`src/rtl/tlvd_pkg.sv`:
```
`timescale 1ns / 1ps

package tlvd_pkg;

    localparam int HEADER_BYTES        = 8;
    localparam int VERSION_BYTES       = 4;
    localparam int DEFAULT_OFFSET_BITS = 32;
    localparam int WORD_W              = 32;
    localparam int HEADER_W            = HEADER_BYTES * 8;
    localparam int HDR_CNT_W           = $clog2(HEADER_BYTES);
    localparam int VER_CNT_W           = $clog2(VERSION_BYTES + 1);
    localparam int IN_TDATA_W          = 8;
    localparam int OUT_FIELDS_W        = 5 * WORD_W + 2;
    localparam int OUT_TDATA_W         = ((OUT_FIELDS_W + 7) / 8) * 8;
    localparam int CFG_ADDR_W          = 1;
    localparam int QUEUE_DEPTH         = 3;
    localparam int QUEUE_CNT_W         = $clog2(QUEUE_DEPTH + 1);

    // Register indexes on the configuration port.
    localparam logic [CFG_ADDR_W-1:0] REG_SCHEMA_TAG      = 1'd0;
    localparam logic [CFG_ADDR_W-1:0] REG_DEFAULT_VERSION = 1'd1;

    // Result kinds, carried on m_tuser.
    localparam logic KIND_RECORD  = 1'b0;
    localparam logic KIND_SUMMARY = 1'b1;

    typedef enum logic [1:0] {
        STATUS_DEFAULT = 2'd0,
        STATUS_FOUND   = 2'd1,
        STATUS_SHORT   = 2'd2
    } version_status_t;

    typedef struct packed {
        logic                kind;
        logic [WORD_W-1:0]   record_tag;
        logic [WORD_W-1:0]   record_length;
        logic [WORD_W-1:0]   payload_offset;
        logic [WORD_W-1:0]   version;
        version_status_t     version_status;
        logic [WORD_W-1:0]   leftover_bytes;
        logic                end_of_run;
    } result_t;

endpackage

```
`src/rtl/tlv_record_deframer_unit.sv`:
```
`timescale 1ns / 1ps

// A result request is queued from the byte that causes it and shown on the m_ side once the
// results ahead of it are taken. Throughput: one byte per cycle while s_tready is high; each
// byte updates counters and shift registers. A byte may yield a descriptor and a summary,
// and the three-entry result queue lets the input stall only while two or more results wait.
// Reset (aresetn low, synchronous) clears parse state, both registers and the result queue.
module tlv_record_deframer_unit
    import tlvd_pkg::*;
#(
    parameter int OFFSET_BITS = DEFAULT_OFFSET_BITS
) (
    input  logic                    aclk,
    input  logic                    aresetn,
    // Configuration write port.
    input  logic                    cfg_wr_en,
    input  logic [CFG_ADDR_W-1:0]   cfg_addr,
    input  logic [WORD_W-1:0]       cfg_wdata,
    // Byte stream in.
    input  logic                    s_tvalid,
    output logic                    s_tready,
    input  logic [IN_TDATA_W-1:0]   s_tdata,   // [7:0] data_byte
    input  logic                    s_tuser,   // [0] has_byte
    input  logic                    s_tlast,   // last_byte
    // Results out.
    output logic                    m_tvalid,
    input  logic                    m_tready,
    // From bit 0 up: record_tag, record_length, payload_offset, version,
    // version_status, leftover_bytes, zero padding.
    output logic [OUT_TDATA_W-1:0]  m_tdata,
    output logic                    m_tuser,   // [0] kind
    output logic                    m_tlast    // end_of_run
);

    localparam int EXT_W = (OFFSET_BITS > WORD_W) ? OFFSET_BITS : WORD_W;
    localparam int PAD_W = OUT_TDATA_W - OUT_FIELDS_W;
    localparam logic [HDR_CNT_W-1:0] HDR_LAST = HDR_CNT_W'(HEADER_BYTES - 1);
    localparam logic [VER_CNT_W-1:0] VER_FULL = VER_CNT_W'(VERSION_BYTES);

    // Takes the low word of an offset-sized counter, zero-extending narrow counters.
    function automatic logic [WORD_W-1:0] low_word(input logic [OFFSET_BITS-1:0] v);
        logic [EXT_W-1:0] w;
        w = EXT_W'(v);
        return w[WORD_W-1:0];
    endfunction

    // Configuration registers.
    logic [WORD_W-1:0] schema_tag_reg;
    logic [WORD_W-1:0] default_version_reg;

    // Parse state.
    logic [HDR_CNT_W-1:0]   header_count_reg,   header_count_next;
    logic                   in_payload_reg,     in_payload_next;
    logic [HEADER_W-1:0]    header_shift_reg,   header_shift_next;
    logic [WORD_W-1:0]      payload_left_reg,   payload_left_next;
    logic [OFFSET_BITS-1:0] byte_offset_reg,    byte_offset_next;
    logic [OFFSET_BITS-1:0] record_start_reg,   record_start_next;
    logic [OFFSET_BITS-1:0] leftover_reg,       leftover_next;
    logic [WORD_W-1:0]      cur_tag_reg,        cur_tag_next;
    logic [WORD_W-1:0]      cur_len_reg,        cur_len_next;
    logic                   schema_seen_reg,    schema_seen_next;
    logic                   capture_active_reg, capture_active_next;
    logic [WORD_W-1:0]      version_shift_reg,  version_shift_next;
    logic [VER_CNT_W-1:0]   version_bytes_reg,  version_bytes_next;
    logic [WORD_W-1:0]      version_latch_reg,  version_latch_next;
    version_status_t        status_latch_reg,   status_latch_next;

    // Result queue: entry 0 is the head shown on the m_ side.
    result_t                q_reg [QUEUE_DEPTH];
    result_t                q_next [QUEUE_DEPTH];
    logic [QUEUE_CNT_W-1:0] count_reg, count_next;

    logic                   accept;
    logic                   pop;
    logic [QUEUE_CNT_W-1:0] cnt_after;
    logic [QUEUE_CNT_W-1:0] push_n;
    result_t                res_a, res_b;

    // The input is taken whenever at least two queue slots are free, which
    // covers the worst case of a descriptor and a summary from one byte.
    assign s_tready = (count_reg <= QUEUE_CNT_W'(QUEUE_DEPTH - 2));
    assign accept   = s_tvalid && s_tready;
    assign m_tvalid = (count_reg != '0);
    assign pop      = m_tvalid && m_tready;

    assign m_tdata = {{PAD_W{1'b0}},
                      q_reg[0].leftover_bytes,
                      q_reg[0].version_status,
                      q_reg[0].version,
                      q_reg[0].payload_offset,
                      q_reg[0].record_length,
                      q_reg[0].record_tag};
    assign m_tuser = q_reg[0].kind;
    assign m_tlast = q_reg[0].end_of_run;

    // Configuration writes.
    always_ff @(posedge aclk) begin
        if (!aresetn) begin
            schema_tag_reg      <= '0;
            default_version_reg <= '0;
        end else if (cfg_wr_en) begin
            case (cfg_addr)
                REG_SCHEMA_TAG: begin
                    schema_tag_reg <= cfg_wdata;
                end
                REG_DEFAULT_VERSION: begin
                    default_version_reg <= cfg_wdata;
                end
                default: begin
                end
            endcase
        end
    end

    // Per-byte parse step. Everything a byte does to the state, and the
    // results it causes, is worked out here in one pass.
    always_comb begin
        logic                   data_has;
        logic                   data_last;
        logic [7:0]             data_byte;
        logic                   off_sat;
        logic [OFFSET_BITS-1:0] off_inc;
        logic [HEADER_W-1:0]    shift_new;
        logic [WORD_W-1:0]      new_tag;
        logic [WORD_W-1:0]      new_len;
        logic                   capture_now;
        logic                   completed;
        result_t                desc;
        result_t                summ;
        logic                   have_desc;

        data_byte = s_tdata[7:0];
        data_has  = s_tuser;
        data_last = s_tlast;

        // The offset counter sticks at all ones.
        off_sat = &byte_offset_reg;
        off_inc = off_sat ? byte_offset_reg : byte_offset_reg + OFFSET_BITS'(1);

        shift_new   = {data_byte, header_shift_reg[HEADER_W-1:8]};
        new_tag     = shift_new[WORD_W-1:0];
        new_len     = shift_new[HEADER_W-1:WORD_W];
        capture_now = !schema_seen_reg && (new_tag == schema_tag_reg);
        completed   = 1'b0;
        have_desc   = 1'b0;
        desc        = '0;
        summ        = '0;

        header_count_next   = header_count_reg;
        in_payload_next     = in_payload_reg;
        header_shift_next   = header_shift_reg;
        payload_left_next   = payload_left_reg;
        byte_offset_next    = byte_offset_reg;
        record_start_next   = record_start_reg;
        leftover_next       = leftover_reg;
        cur_tag_next        = cur_tag_reg;
        cur_len_next        = cur_len_reg;
        schema_seen_next    = schema_seen_reg;
        capture_active_next = capture_active_reg;
        version_shift_next  = version_shift_reg;
        version_bytes_next  = version_bytes_reg;
        version_latch_next  = version_latch_reg;
        status_latch_next   = status_latch_reg;

        if (accept && data_has) begin
            if (!in_payload_reg) begin
                header_shift_next = shift_new;
                if (header_count_reg == HDR_LAST) begin
                    // Header complete: tag in the low word, length in the high word.
                    header_count_next = '0;
                    cur_tag_next      = new_tag;
                    cur_len_next      = new_len;
                    record_start_next = off_inc;
                    if (capture_now) begin
                        capture_active_next = 1'b1;
                        version_bytes_next  = '0;
                    end
                    if (new_len == '0) begin
                        // An empty record ends on its last header byte; an empty
                        // schema record is too short to hold a version.
                        completed = 1'b1;
                        if (capture_now) begin
                            capture_active_next = 1'b0;
                            schema_seen_next    = 1'b1;
                            status_latch_next   = STATUS_SHORT;
                        end
                        have_desc            = 1'b1;
                        desc.kind            = KIND_RECORD;
                        desc.record_tag      = new_tag;
                        desc.payload_offset  = low_word(off_inc);
                    end else begin
                        in_payload_next   = 1'b1;
                        payload_left_next = new_len;
                    end
                end else begin
                    header_count_next = header_count_reg + HDR_CNT_W'(1);
                end
            end else begin
                // The first four payload bytes of the schema record form the version.
                if (capture_active_reg && (version_bytes_reg < VER_FULL)) begin
                    version_shift_next = {data_byte, version_shift_reg[WORD_W-1:8]};
                    version_bytes_next = version_bytes_reg + VER_CNT_W'(1);
                end
                payload_left_next = payload_left_reg - WORD_W'(1);
                if (payload_left_reg == WORD_W'(1)) begin
                    completed       = 1'b1;
                    in_payload_next = 1'b0;
                    if (capture_active_reg) begin
                        capture_active_next = 1'b0;
                        schema_seen_next    = 1'b1;
                        if (|cur_len_reg[WORD_W-1:2]) begin
                            status_latch_next  = STATUS_FOUND;
                            version_latch_next = version_shift_next;
                        end else begin
                            status_latch_next = STATUS_SHORT;
                        end
                    end
                    have_desc            = 1'b1;
                    desc.kind            = KIND_RECORD;
                    desc.record_tag      = cur_tag_reg;
                    desc.record_length   = cur_len_reg;
                    desc.payload_offset  = low_word(record_start_reg);
                end
            end

            // Bytes since the end of the last complete record; this runs in
            // step with the offset counter, so it stops when that saturates.
            if (completed) begin
                leftover_next = '0;
            end else if (!off_sat) begin
                leftover_next = leftover_reg + OFFSET_BITS'(1);
            end
            byte_offset_next = off_inc;
        end

        desc.end_of_run = !data_last;

        summ.kind           = KIND_SUMMARY;
        summ.version        = (status_latch_next == STATUS_FOUND) ? version_latch_next
                                                                  : default_version_reg;
        summ.version_status = status_latch_next;
        summ.leftover_bytes = low_word(leftover_next);
        summ.end_of_run     = 1'b1;

        // The end of the buffer returns all parse state to its reset values.
        if (accept && data_last) begin
            header_count_next   = '0;
            in_payload_next     = 1'b0;
            header_shift_next   = '0;
            payload_left_next   = '0;
            byte_offset_next    = '0;
            record_start_next   = '0;
            leftover_next       = '0;
            cur_tag_next        = '0;
            cur_len_next        = '0;
            schema_seen_next    = 1'b0;
            capture_active_next = 1'b0;
            version_shift_next  = '0;
            version_bytes_next  = '0;
            version_latch_next  = '0;
            status_latch_next   = STATUS_DEFAULT;
        end

        // Order the results: a descriptor always precedes the summary.
        push_n = '0;
        res_a  = desc;
        res_b  = summ;
        if (accept) begin
            if (have_desc && data_last) begin
                push_n = QUEUE_CNT_W'(2);
            end else if (have_desc) begin
                push_n = QUEUE_CNT_W'(1);
            end else if (data_last) begin
                push_n = QUEUE_CNT_W'(1);
                res_a  = summ;
            end
        end
    end

    // Result queue update: pop shifts towards the head, pushes append behind.
    always_comb begin
        result_t q_shift [QUEUE_DEPTH];

        q_shift = q_reg;
        if (pop) begin
            for (int i = 0; i < QUEUE_DEPTH - 1; i++) begin
                q_shift[i] = q_reg[i + 1];
            end
        end
        cnt_after = count_reg - QUEUE_CNT_W'(pop);

        q_next = q_shift;
        for (int i = 0; i < QUEUE_DEPTH; i++) begin
            if ((push_n != '0) && (QUEUE_CNT_W'(i) == cnt_after)) begin
                q_next[i] = res_a;
            end
            if ((push_n == QUEUE_CNT_W'(2)) &&
                (QUEUE_CNT_W'(i) == cnt_after + QUEUE_CNT_W'(1))) begin
                q_next[i] = res_b;
            end
        end
        count_next = cnt_after + push_n;
    end

    always_ff @(posedge aclk) begin
        q_reg <= q_next;
    end

    always_ff @(posedge aclk) begin
        if (!aresetn) begin
            count_reg          <= '0;
            header_count_reg   <= '0;
            in_payload_reg     <= 1'b0;
            header_shift_reg   <= '0;
            payload_left_reg   <= '0;
            byte_offset_reg    <= '0;
            record_start_reg   <= '0;
            leftover_reg       <= '0;
            cur_tag_reg        <= '0;
            cur_len_reg        <= '0;
            schema_seen_reg    <= 1'b0;
            capture_active_reg <= 1'b0;
            version_shift_reg  <= '0;
            version_bytes_reg  <= '0;
            version_latch_reg  <= '0;
            status_latch_reg   <= STATUS_DEFAULT;
        end else begin
            count_reg          <= count_next;
            header_count_reg   <= header_count_next;
            in_payload_reg     <= in_payload_next;
            header_shift_reg   <= header_shift_next;
            payload_left_reg   <= payload_left_next;
            byte_offset_reg    <= byte_offset_next;
            record_start_reg   <= record_start_next;
            leftover_reg       <= leftover_next;
            cur_tag_reg        <= cur_tag_next;
            cur_len_reg        <= cur_len_next;
            schema_seen_reg    <= schema_seen_next;
            capture_active_reg <= capture_active_next;
            version_shift_reg  <= version_shift_next;
            version_bytes_reg  <= version_bytes_next;
            version_latch_reg  <= version_latch_next;
            status_latch_reg   <= status_latch_next;
        end
    end

endmodule

```
`config.mk`:
```
export PLATFORM = sky130hd
export DESIGN_NAME = tlv_record_deframer_unit
export DESIGN_NICKNAME = d
export VERILOG_FILES = /design/src/rtl/tlvd_pkg.sv /design/src/rtl/tlv_record_deframer_unit.sv
export SDC_FILE = /design/constraint.sdc
export NUM_CORES = 2
export LEC_CHECK = 0
export BUFFER_PORTS_ARGS = -buffer_cell sky130_fd_sc_hd__buf_2
export CAP_MARGIN = 20
export CORE_MARGIN = 1.5
export CORE_UTILIZATION = 55
export CTS_CLUSTER_DIAMETER = 200
export DETAILED_ROUTE_END_ITERATION = 6
export MAX_ROUTING_LAYER = met4
export PLACE_DENSITY_LB_ADDON = 0.1
export SLEW_MARGIN = 20
export SYNTH_ARGS = -nofsm -noshare
export SYNTH_HDL_FRONTEND = slang
export SYNTH_SLANG_ARGS = --single-unit
export TNS_END_PERCENT = 5
```
`constraint.sdc`:
```
create_clock -name aclk -period 7.2 [get_ports aclk]
set_input_delay 1.8 -clock aclk [delete_from_list [all_inputs] [get_ports aclk]]
set_output_delay 1.8 -clock aclk [all_outputs]
set_load 0.01 [all_outputs]
```
# Yosys cells after proc, flatten, opt, wreduce, memory -nomap -nowiden

Cells that the tools add are included.

Shift-type cells: 0
$lt $le $gt $ge: 2
Reductions and logical operators: 40
Multiply operators: 0
Multiplexer cells: 75
Add/subtract/negate cells: 8
Bitwise operators: 3
Divide/modulo/power cells: 0
Equal/unequal tests: 13

Operators by type and width:

| kind                    | count |
|---|---|
| $mux W164               | 6 |
| $mux W32                | 22 |
| $mux W328               | 1 |
| $mux W67                | 4 |
| $mux W97                | 1 |
| $mux W96                | 1 |
| $add A32 B1 Y32 const B | 2 |
| $mux W33                | 1 |
| $eq A32 B1 Y1 const B   | 1 |
| $eq A32 B32 Y1          | 1 |
| $logic_not A32 Y1       | 1 |
| $reduce_and A32 Y1      | 1 |
| $sub A32 B1 Y32 const B | 1 |
| $reduce_or A30 Y1       | 1 |
| $mux W1                 | 24 |
| $mux W2                 | 10 |
| $reduce_bool A2 Y1      | 8 |
| $mux W3                 | 5 |
| $logic_and A1 B1 Y1     | 13 |
| $reduce_and A3 Y1       | 3 |
| $reduce_and A2 Y1       | 4 |
| $add A3 B1 Y3 const B   | 2 |
| $ne A2 B1 Y1 const B    | 3 |
| $reduce_and A6 Y1       | 1 |
| other kinds (17)        | 24 |

Memory bits (writable): 0
Register bits after elaboration: 889
Bits of input ports: 48
Memory bits (read-only): 0
Logic and storage cells: 183
Memories: 0
Latch bits: 0

# Logic depth before layout (Yosys ltp)

Depth in word-level cells: 17
Gate-level depth with buffers: 18

# Worst setup path before layout

No wires, ideal clock.

Path kind: input-to-reg
Start point: input s_tvalid
End point: register q_reg, in the netlist m_tdata[100], enable pin
Data arrival time: 5.898 ns
Setup slack: 0.601 ns
Stages: 15
Data required time: 6.499 ns
Setup time: 0.701 ns
Cell sequence: nor2b_1 -> clkbuf_1 -> and2_1 -> clkbuf_1 -> clkbuf_1 -> o21ai_0 -> ha_1 -> nand2b_1 -> nor2b_1 -> and3_1 -> clkbuf_1 -> nor2_1 -> clkbuf_1 -> clkbuf_1 -> nand2_1

Word-level cells in the longest chain between the ends: 9
Elaborated cells on any way between the ends: 12

Ends and longest elaborated chain:

| item                                                      | RTL line                                                         | text |
|---|---|---|
| start, declared                                           | tlv_record_deframer_unit.sv:20                                   | `input logic s_tvalid,` |
| $logic_and A1 B1 Y1 (*)                                   | tlv_record_deframer_unit.sv:82                                   | `assign accept = s_tvalid && s_tready;` |
| $logic_and A1 B1 Y1                                       | tlv_record_deframer_unit.sv:165                                  | `if (accept && data_has) begin` |
| $mux W1                                                   | tlv_record_deframer_unit.sv:165                                  |  |
| $mux W1 / $logic_and A1 B1 Y1 (equally long branches)     | tlv_record_deframer_unit.sv:271, tlv_record_deframer_unit.sv:269 |  |
| $mux W2                                                   | tlv_record_deframer_unit.sv:269                                  | `if (have_desc && data_last) begin` |
| $mux W2 (*)                                               | tlv_record_deframer_unit.sv:268                                  | `if (accept) begin` |
| $eq A2 B2 Y1 / $reduce_bool A2 Y1 (equally long branches) | tlv_record_deframer_unit.sv:297, tlv_record_deframer_unit.sv:294 |  |
| $logic_and A1 B1 Y1, on equally long branches             | tlv_record_deframer_unit.sv:297, tlv_record_deframer_unit.sv:294 |  |
| $reduce_bool A3 Y1 (no source line) (*)                   | --                                                               |  |
| end signal, assigned                                      | tlv_record_deframer_unit.sv:306                                  | `q_reg <= q_next;` |
| end, declared                                             | tlv_record_deframer_unit.sv:69                                   | `result_t q_reg [QUEUE_DEPTH];` |

Every way passes the cells marked *; elsewhere a longest branch is shown, timed or not.
A chain may end at the register's enable or synchronous reset.

==> run metrics <==
run status=finished, final reports clean; post-route ant nets=0; sequential area share after synthesis=between 50% and 60%; Min Clock Period, post-route=between 5000 and 6000 ps; Worst Skew=between 10 and 15 ps; commonest non-fill, non-tap cell in the layout=nand2_1; routed len/inst=between 15 and 20 microns; CTS H-Tree Depth=3; Hold Buf Count CTS=0; post-cts sizing count=0; Mapped Cells=between 4000 and 5000; startpoint types=input pin; Clock Pin Slew Worst Setup and Hold Paths=about 60 ps; pin count of the biggest net entering global routing=between 150 and 200; Layout area overhead=9.35%; max reg flops=approximately 330; number of unique standard cell types used by synthesis=77; total number of yosys warnings=0; Port Buffers=213; final hold violations=0; flops & latches, synth=between 800 and 900; fin cells=5296; Rows=between 90 and 100; Setup Buffers After CTS=0; vias in the first global route=approximately 28000; leakage=roughly 16 nW; Post-Route Setup TNS=0 ps; IO Count=220; TritonCTS Buffers=slightly above 90; Critical R2R Launch=payload_left_reg[4]$_SDFFE_PP0P_; initial antenna violation count=4; Fmax=between 0.15 and 0.2 GHz; HP Class=flip-flop to flip-flop; post-synthesis area per instance=8.72 sq um; max_slew headroom=under 10%; DP HPWL=around 65000 microns; nets=4344; Hold Path Stages=2; final setup violation count=0; CTS tree=done; kind of critical path=input pin to flip-flop; RSZ-0062 raised after global routing=false; cell taking the most area after synthesis=dfxtp_1; CTS root buf=clkbuf_16; first-pass GRT wire length=162000 microns; VDD IR max=about 0.21 mV; CP required=7660 ps; Vias/cell=5.79; endpoint class of the critical path=flip-flop; Hold Path End=version_shift_reg[5]$_SDFFE_PP0P_; Hold Path Origin=version_shift_reg[5]$_SDFFE_PP0P_; Max-Cap Viols=0; Tcrit/Tclk final=77.5%; placed cell count=5120; clock latency on the worst-skew pair=650 ps; initial core utilization=around 56%; Routed WL=104000 microns; CP max FO=46; share of cells above drive strength 1=between 10% and 20%; reg2reg path depth=14; number of synthesized flops with an enable pin=198; grt ovf=0; Total GRT Usage=29.4%; Sink Count=881; Clock Tree Buf Depth=3; GPL Wtd Cong=between 0.8 and 0.9; DRC viols=0; Mapped Area=38400 sq um; most frequent cells in the layout=1071 x nand2_1, 683 x dfxtp_1, 304 x nor2_1, 295 x a21oi_1, 213 x buf_2; Vias=slightly above 30000; Cell Pwr Density=around 320 nW/um^2; Data arrival, critical path=6040 ps; flop2flop setup slack=~2200 ps; Die X=267 microns; synth top area cells=dfxtp_1 36%, edfxtp_1 15%, nand2_1 11%, a21oi_1 3.8%, buf_4 3.3%; Initial DRC Count=around 3200; Slew @ Worst Pin=between 1000 and 1500 ps; Die H=267 microns; core box area=around 69000 sq um; ys async rst share=0%; drt pass-1 iters=6; Final Slew Violations=0; Synth Flop Type=dfxtp_1; die area=slightly above 70000 sq um; Final Hold Slack=around 450 ps; area share of the largest cell type after synthesis=35.6%; RR Endpoint=m_tdata[147]$_DFFE_PP_
-- power by group --
part	internal [mW]	switching [mW]	leakage, nW
sequential	5.80	0.319	7.46
combinational	0.851	1.50	6.48
clock	3.02	2.00	1.62
-- worst max-delay path, cell delays in order --
cell and delay [ps]:
buf_2 150, nor4_1 370, nand4_1 260, nor2_1 330, and3_1 190, o21ai_0 110, inv_1 100, ha_1 220
nand2b_1 170, nor2b_1 380, and3_4 620, a21oi_1 230, inv_1 100, nand2_1 580, o21ai_0 410
-- per-stage QoR --
stage / util [%] / cell area (sq um) / setup slack [ps] / total power, mW
6_report: 61.0 / 42000 / 1620 / 13.5
4_1_cts: 60.9 / 42000 / 1700 / 13.6
3_3_place_gp: 56.2 / 38700 / 1230 / 8.52
2_1_floorplan: - / 38500 / 601 / 8.09
5_1_grt: 61.0 / 42000 / 1160 / 14.1
3_5_place_dp: 56.2 / 38800 / 990 / 8.57
-- cells by family after synthesis --
logic type	count (synthesis)	share of synthesized area [%]
other	1	0.00975
muxes	114	3.18
and+or+nand+nor	1790	20.0
AOI/OAI and AO/OA	971	15.7
adders and majority gates	12	0.391
DFF	881	51.0
buffers and inverters	514	6.88
xor gates and xnor gates	125	2.85
-- routing by layer --
metal	wire length, microns	vias to the layer above	global-route usage [%]
met5	0	-	-
met4	2570	0	8.37
met3	6590	166	4.05
met2	46400	988	43.7
met1	48100	14700	42.0
li1	-	14800	-
-- cells in the mapped netlist, types with 64 or more instances --
cell and number:
a21boi_0 64, o21ai_1 64, a31oi_1 98, clkbuf_1 252, nor2_1 308, xor2_1 67, edfxtp_1 198, o21ai_0 162
nand3_1 66, buf_4 168, a21oi_1 295, a211oi_1 106, and3_1 89, nand2_1 1078, dfxtp_1 683
-- cell type report --
cell class | count | area, sq um
diodes | 3 | 7.51
clock buffers | 136 | 2840
clock inverters | 36 | 407
fillers | 6209 | 26900
inverters | 27 | 106
multi-input cells | 3018 | 16400
flip-flops and latches | 881 | 19600
well taps | 931 | 1160
repair buffers | 264 | 1540
-- worst max path at each step --
stage	startpoint	end	slack, ps	cells after the start
after floorplan	s_tvalid	m_tdata[100]$_DFFE_PP_	600	15
after global placement	s_tdata[2]	m_tdata[161]$_DFFE_PP_	1230	15
after detailed placement	s_tdata[2]	m_tdata[161]$_DFFE_PP_	990	15
after CTS	s_tdata[2]	m_tdata[147]$_DFFE_PP_	1700	15
after global routing	s_tdata[2]	m_tdata[156]$_DFFE_PP_	1160	15
final	s_tdata[2]	m_tdata[147]$_DFFE_PP_	1620	15
(Power assumes the default switching activity.)
